==> config.mk <==
export PLATFORM = sky130hd
export DESIGN_NAME = block_reverse_k_group
export DESIGN_NICKNAME = d
export VERILOG_FILES = /design/src/rtl/core/brkg_pkg.sv /design/src/rtl/core/block_reverse_k_group.sv
export SDC_FILE = /design/constraint.sdc
export NUM_CORES = 1
export LEC_CHECK = 0
export ABC_AREA = 1
export BUFFER_PORTS_ARGS = -buffer_cell sky130_fd_sc_hd__buf_2
export CORE_MARGIN = 4
export CORE_UTILIZATION = 59
export DETAILED_ROUTE_END_ITERATION = 8
export PLACE_DENSITY = 0.79
export SLEW_MARGIN = 15
export SYNTH_ARGS = -nofsm -noshare
export SYNTH_HDL_FRONTEND = slang
export SYNTH_SLANG_ARGS = --single-unit
==> constraint.sdc <==
create_clock -name clk -period 2.35 [get_ports clk]
set_input_delay 0.5875 -clock clk [delete_from_list [all_inputs] [get_ports clk]]
set_output_delay 0.5875 -clock clk [all_outputs]
set_load 0.005 [all_outputs]
==> src/rtl/core/brkg_pkg.sv <==
// Shared constants for the group-reversing stream buffer.
// Used by block_reverse_k_group and its port checker; no dependencies.
`default_nettype none

package brkg_pkg;

	localparam int MAX_GROUP  = 16;
	localparam int DATA_WIDTH = 16;
	localparam int IDX_W      = (MAX_GROUP > 1) ? $clog2(MAX_GROUP) : 1;
	localparam int CNT_W      = $clog2(MAX_GROUP + 1);
	localparam int SIZE_W     = 5;

endpackage

`default_nettype wire

==> src/rtl/core/block_reverse_k_group.sv <==
// Group-reversing stream buffer: one data memory with a registered read port.
// Depends on brkg_pkg for sizes.
`default_nettype none

// Items are written into a 16-entry memory, one per cycle, with in_stall low.
// An item that fills a group of group_size items (or carries final_item)
// starts a readout: the input stalls while the group is read out through
// the single read port, one memory read per cycle unless out_stall holds
// results back, newest first for a full group and in arrival order for a
// partial group closed by final_item. An output register and the read data
// stage let the next items be written while the last results of a group
// wait downstream.
// group_size 0 acts as 1, above 16 as 16; write it only while idle.
module block_reverse_k_group (
	input  wire                               clk,
	input  wire                               arst_n,
	// configuration write
	input  wire                               cfg_valid,
	output logic                              cfg_ready,
	input  wire  [brkg_pkg::SIZE_W-1:0]       group_size,
	// input items
	input  wire                               in_valid,
	output logic                              in_stall,
	input  wire  [brkg_pkg::DATA_WIDTH-1:0]   item_value,
	input  wire                               final_item,
	// result items
	output logic                              out_valid,
	input  wire                               out_stall,
	output logic [brkg_pkg::DATA_WIDTH-1:0]   out_value,
	output logic                              last_of_run,
	output logic                              end_of_sequence
);

	typedef enum logic {
		ST_IDLE,
		ST_DRAIN
	} state_t;

	localparam int IDX_W  = brkg_pkg::IDX_W;
	localparam int CNT_W  = brkg_pkg::CNT_W;
	localparam int SIZE_W = brkg_pkg::SIZE_W;
	localparam int DW     = brkg_pkg::DATA_WIDTH;

	state_t             state_q;
	logic [SIZE_W-1:0]  size_q;
	logic [IDX_W-1:0]   fill_q;
	logic [CNT_W-1:0]   count_q;
	logic [IDX_W-1:0]   idx_q;
	logic               full_q;
	logic               fin_q;

	logic [DW-1:0]      mem [brkg_pkg::MAX_GROUP];
	logic [DW-1:0]      rdata_s1;
	logic               valid_s1;
	logic               last_s1;
	logic               eos_s1;

	logic [DW-1:0]      out_value_q;
	logic               out_valid_q;
	logic               last_q;
	logic               eos_q;

	logic [CNT_W-1:0]   eff_size;
	logic [CNT_W-1:0]   count_new;
	logic               full_new;
	logic               in_take;
	logic               emit;
	logic               move_s1;
	logic               rd_en;
	logic [IDX_W-1:0]   rd_addr;
	logic               rd_last;

	// Configuration register: always ready
	assign cfg_ready = 1'b1;

	always_ff @(posedge clk or negedge arst_n) begin
		if (!arst_n) begin
			size_q <= SIZE_W'(1);
		end else if (cfg_valid && cfg_ready) begin
			size_q <= group_size;
		end
	end

	// Clamp the group size to 1..MAX_GROUP
	always_comb begin
		if (size_q == '0) begin
			eff_size = CNT_W'(1);
		end else if (32'(size_q) > brkg_pkg::MAX_GROUP) begin
			eff_size = CNT_W'(brkg_pkg::MAX_GROUP);
		end else begin
			eff_size = CNT_W'(size_q);
		end
	end

	// Decide whether the incoming item closes a group
	assign in_stall  = (state_q == ST_DRAIN);
	assign in_take   = in_valid && !in_stall;
	assign count_new = CNT_W'(fill_q) + CNT_W'(1);
	assign full_new  = (count_new >= eff_size);
	assign emit      = in_take && (full_new || final_item);

	// Readout addressing: reversed for a full group, forward otherwise
	assign move_s1 = valid_s1 && (!out_valid_q || !out_stall);
	assign rd_en   = (state_q == ST_DRAIN) && (!valid_s1 || move_s1);
	assign rd_last = (CNT_W'(idx_q) == count_q - CNT_W'(1));
	always_comb begin
		if (full_q) begin
			rd_addr = IDX_W'(count_q - CNT_W'(1) - CNT_W'(idx_q));
		end else begin
			rd_addr = idx_q;
		end
	end

	// Control: fill tracking and readout sequencing
	always_ff @(posedge clk or negedge arst_n) begin
		if (!arst_n) begin
			state_q <= ST_IDLE;
			fill_q  <= '0;
			count_q <= '0;
			idx_q   <= '0;
			full_q  <= 1'b0;
			fin_q   <= 1'b0;
		end else begin
			case (state_q)
				ST_IDLE: begin
					if (emit) begin
						state_q <= ST_DRAIN;
						count_q <= count_new;
						idx_q   <= '0;
						full_q  <= full_new;
						fin_q   <= final_item;
						fill_q  <= '0;
					end else if (in_take) begin
						fill_q <= IDX_W'(count_new);
					end
				end
				ST_DRAIN: begin
					if (rd_en) begin
						idx_q <= idx_q + IDX_W'(1);
						if (rd_last) begin
							state_q <= ST_IDLE;
						end
					end
				end
				default: begin
					state_q <= ST_IDLE;
				end
			endcase
		end
	end

	// Data memory: write on accept, registered read during readout
	always_ff @(posedge clk) begin
		if (in_take) begin
			mem[fill_q] <= item_value;
		end
		if (rd_en) begin
			rdata_s1 <= mem[rd_addr];
		end
	end

	// Read stage flags travel with the read data
	always_ff @(posedge clk or negedge arst_n) begin
		if (!arst_n) begin
			valid_s1 <= 1'b0;
		end else if (rd_en) begin
			valid_s1 <= 1'b1;
		end else if (move_s1) begin
			valid_s1 <= 1'b0;
		end
	end

	always_ff @(posedge clk) begin
		if (rd_en) begin
			last_s1 <= rd_last;
			eos_s1  <= rd_last && fin_q;
		end
	end

	// Output register: load from the read stage, hold while stalled
	always_ff @(posedge clk or negedge arst_n) begin
		if (!arst_n) begin
			out_valid_q <= 1'b0;
		end else if (move_s1) begin
			out_valid_q <= 1'b1;
		end else if (!out_stall) begin
			out_valid_q <= 1'b0;
		end
	end

	always_ff @(posedge clk) begin
		if (move_s1) begin
			out_value_q <= rdata_s1;
			last_q      <= last_s1;
			eos_q       <= eos_s1;
		end
	end

	assign out_valid       = out_valid_q;
	assign out_value       = out_value_q;
	assign last_of_run     = last_q;
	assign end_of_sequence = eos_q;

endmodule

`default_nettype wire

[Word-level counts from Yosys, hierarchy flattened]
Memories as Yosys holds them, arrays and structs flattened. A register that Yosys moved wholly into a read port is not among the register bits.
Index checks and enable logic that the tools add are counted.
Operators by class
  add/subtract/negate cells: 4
  reduce and logical (&&, ||, !) cells: 18
  bitwise logic cells: 1
  magnitude comparators: 2
  mux-type cells: 18
  eq/ne operators: 4
Operators with widths (number)
  two-way mux 4 bit: 5
  two-way mux 5 bit: 2
  two-way mux 1 bit: 9
  case mux 4 bit (2 select lines): 1
  AND reduction 2 bit: 3
  adder 4 x 1 -> 5 bit, second input constant: 1
  == test 4 x 5 -> 1 bit: 1
  greater-or-equal comparator 5 bit: 1
  greater-than comparator 5 bit, second input constant: 1
  logical AND 1 bit: 5
  logical NOT 5 bit: 1
  subtractor 5 x 1 -> 5 bit, second input constant: 1
  adder 4 x 1 -> 4 bit, second input constant: 1
  logical NOT 1 bit: 4
  inequality test 2 x 1 -> 1 bit, second input constant: 2
  nonzero test 2 bit: 2
  subtractor 4 bit: 1
  logical OR 1 bit: 3
  inequality test 2 bit, second input constant: 1
  case mux 1 bit (2 select lines): 1
  NOT 1 bit: 1
Storage, ports and cells
  input port bits: 27
  memories kept: 1
  logic and storage cells: 62
  bits in registers: 43
  RAM bits: 256
  output and inout bits: 21
Memories
  mem: depth 16, width 16, read ports 1, clocked after memory_dff 1, wr ports 1, line block_reverse_k_group.sv:52  | logic [DW-1:0] mem [brkg_pkg::MAX_GROUP];

[Logic depth before layout (Yosys ltp)]
  word-level depth: 8
  mapped depth: 14
  depth with buffers taken out: 13

[Worst setup path after synthesis]
Ideal clock, no wire load.
  kind: input port to flip-flop
  from: in in_valid
  to: mem mem[0][0] (netlist bit) (enable)
  slack: 0.051 ns
  path buffers: 1
  required time: 1.962 ns
  library setup time: 0.388 ns
  arrival time: 1.910 ns
  stages on the path: 5
  path through: inv_1 > nor2_1 > clkbuf_1 > nand2_1 > nor2_1
Between the ends
  word-level cells in the longest chain between the ends: 3
Ends and longest elaborated chain
  from (decl): line block_reverse_k_group.sv:22  | input wire in_valid,
  logical AND 1 bit: line block_reverse_k_group.sv:97  | assign in_take = in_valid && !in_stall;
  two-way mux 1 bit: line block_reverse_k_group.sv:154  | if (in_take) begin
  two-way mux 1 bit (not written as such): line block_reverse_k_group.sv:155  | mem[fill_q] <= item_value;
  to (decl): line block_reverse_k_group.sv:52
Every way passes these cells.

[Worst setup path in the final report]
  from: reg count_q[0]
  to: reg rdata_s1[2], read port of mem, data pin
Between the ends
  word-level cells in the longest chain between the ends: 3
Ends and longest elaborated chain
  from (decl): line block_reverse_k_group.sv:47  | logic [CNT_W-1:0] count_q;
  from (signal assigned): line block_reverse_k_group.sv:128  | count_q <= count_new;
  subtractor 5 x 1 -> 5 bit: line block_reverse_k_group.sv:108  | rd_addr = IDX_W'(count_q - CNT_W'(1) - CNT_W'(idx_q));
  subtractor 4 bit: line block_reverse_k_group.sv:108
  two-way mux 4 bit: line block_reverse_k_group.sv:107  | if (full_q) begin
  to (decl): line block_reverse_k_group.sv:53  | logic [DW-1:0] rdata_s1;
Every way passes these cells.
A chain may end at the register's enable or synchronous reset.

==> results.ini <==
[detailed_routing]
vias = 10100
drc = 0
ant_nets = 0
drtIter0Drc = 1198
dr.pass1.iters = 5
wl_per_cell_um = 18.9
finalWirelength_um = 34700
avgViaCountPerCell = 5.52

[setup_path]
criticalPathCategory = flop to flop
worst_ep_required_time_ns = 2.68
cp.arrival_ns = 2.75
crit_path_start_kind = flop
worstPathCellList = inv_2, ha_4, fa_1, nand2_2, o21ai_4, inv_8, clkbuf_16, nand3_2, nand2_1, nand2_1, nand2_1, nand2_1, nand2_1
slowest_delay_ns = 0.52
cpMostUsedCell = nand2_1
cp_max_fo = 10
crit_slowest_cell = fa_1
endpoint_kind = flop

[grt]
overflow = 0
antenna_found_initial = 6
grt_first_pass_wirelength_um = 52800
grt_usage_pct = 26.0
grt_max_degree = 47
grt_pass1_vias = 9622

[cts]
worstSkewPairLatency_ns = 0.57
root_buffer = clkbuf_16
cts.clk_slew.worst_paths_ns = 0.06
htree_num_levels = 1
numCtsBuffers = 31
cts_tree = done
cts_sinks = 315
hold_buffers = 0
cts_buffer_depth = 3

[power]
vdd_ir_drop_max_uv = 1110
p_leak_nw = 7.44
p_per_area_mw_per_mm2 = 1450
power.total_w = 0.0237

[synth]
ys_ff_latch = 315
synth.top_cells.by_count = nand2_1 (405), edfxtp_1 (292), inv_1 (275), nand3_1 (256), buf_2 (40)
avgSynthCellArea_sq_um = 10.1
yosysTopAreaCell = edfxtp_1
synth_edf_count = 292
synth_most_common_cell = nand2_1
synth_cell_type_count = 30
synth_area_sq_mm = 0.0142
netlist.area_leader.share_pct = 61.7
yosysWarnings = 0
syn_inst = 1414
postSynth.topFlopCell = edfxtp_1
yosysSeqAreaShare_pct = 65.8
synth_area_leaders = edfxtp_1 (62%), nand2_1 (11%), nand3_1 (9.0%)
syn_nets = 1456
async_flop_share_pct = 7.30

[timing]
finalWorstSetupSlack_ns = -0.0666
post-route-min-period_ns = 2.42
worst_hold_slack_ns = -0.00914
hold_viol = 22
setup_violations = 16
slew_violations = 0
skew_ns = 0.0107
clock.fmax_ghz = 0.414
grt_setup_unrepaired = true
timing.setup.tns_ns = -0.616
relSlewSlack_pct = 65.8
worst_slew_pin_slew_ns = 0.513
fin_crit_sh_pct = 103

[run_status]
status = finished with violations
violations = hold timing, setup timing

[die]
initial_core_util_pct = 60.2
die_y_um = 163
boundaryPins = 48
rows = 56
die_x_um = 163
fp.dieArea_sq_mm = 0.0266
core_area_sq_mm = 0.0236

[final_layout]
syn2layout_area_growth_pct = 15.2
layout.nets = 1538
regArea_sq_mm = 0.00935
multi_input_area_sq_mm = 0.00355
nFillCells = 1645
layout-drive-gt1-share_pct = 11.9

[flow_run]
drv_cap = 0

[place]
pre_cts_ws_ns = -0.174
hpwl_um = 20200
portBuffers = 46
gp_congestion = 0.851

[hold_path]
worstHoldPathType = input pin to asynchronous set/reset pin

[worst paths after layout]
kind	start	end	slack [ns]	depth (start not counted)
min	arst_n	count_q[1]	-0.009	1
max reg2reg	count_q[0]	rdata_s1[2]	-0.07	13
min reg2reg	rdata_s1[10]	out_value[10]	0.43	0
max in group asynchronous	arst_n	fill_q[0]	1.98	1
min in group clk	group_size[3]	size_q[3]	0.23	3
max	count_q[0]	rdata_s1[2]	-0.07	13
[sequential cells by signal, summed over array words and instances (netlist names)]
name,flops
count_q,5
end_of_sequence,1
eos_s1,1
fill_q,4
fin_q,1
full_q,1
idx_q,4
in_stall,1
last_of_run,1
last_s1,1
mem,256
out_valid,1
out_value,16
rdata_s1,16
size_q,5
valid_s1,1
[critical path: cells and delay by family (launching register included)]
family | cells | cell delay (ns)
AO/OA/AOI/OAI | 1 | 0.12
buffers and inverters | 3 | 0.43
flip-flops | 1 | 0.41
adder cells (fa/ha/maj) | 2 | 0.72
AND/OR/NAND/NOR | 7 | 0.48
[routing by layer]
metal	track usage (%)	wire (um)	share of wire [%]
met1	35.1	12800	37
met5	0	35	0.10
met4	11.2	1530	4.4
met3	5.17	4100	12
met2	41.5	16200	47
[repair_timing]
item	CTS	global route
gates cloned	3	3
endpoints found under the setup margin	16	27
buffers inserted	2	3
pin swaps	4	0
resized for setup	16	9
[layout by cell type, fill, tap and decap left out, drive strengths merged]
cell type	instances
nor3b	1
xnor2	1
nand3b	17
diode	1
xor2	6
edfxtp	292
a21oi	3
clkinv	10
bufinv	1
o22ai	2
nand3	256
nand2	410
nor3	1
fa	1
nor2	26
clkinvlp	2
o21ai	16
clkbuf	43
ha	14
dfrtp	22
and3	1
nand4	2
dfstp	1
buf	111
inv	277
conb	1
[kinds of logic (layout without fill, tap and decap cells)]
logic type | Yosys count | after routing | share of synthesized area [%]
and+or+nand+nor | 714 | 714 | 21.8
buffers and inverters | 341 | 444 | 9.86
xor gates and xnor gates | 7 | 7 | 0.431
other | 1 | 2 | 0.0264
AOI/OAI and AO/OA | 21 | 21 | 0.783
adders and majority gates | 15 | 15 | 1.37
DFF | 315 | 315 | 65.8
[through the flow]
stage               util [%]  cell area [sq um]  instances
floorplan                  -              14200       1414
global placement        64.3              15200       1771
detailed placement      64.3              15200       1771
CTS                     68.8              16200       1830
global route            69.3              16400       1837
finish                  69.3              16400       1837
[power by group]
group,internal (W),switching [W]
sequential,0.00702,0.000355
combinational,0.00428,0.00756
clock,0.00253,0.00200
[cell type report]
type,instances,share of cell area (%)
clock buffer,40,4.94
sequential,315,57.1
multi-input combinational,758,21.7
antenna,1,0.0153
clock inverter,14,0.672
inverter,276,6.37
tap,319,2.44
timing repair buffer,114,6.81
(Power assumes the default switching activity.)
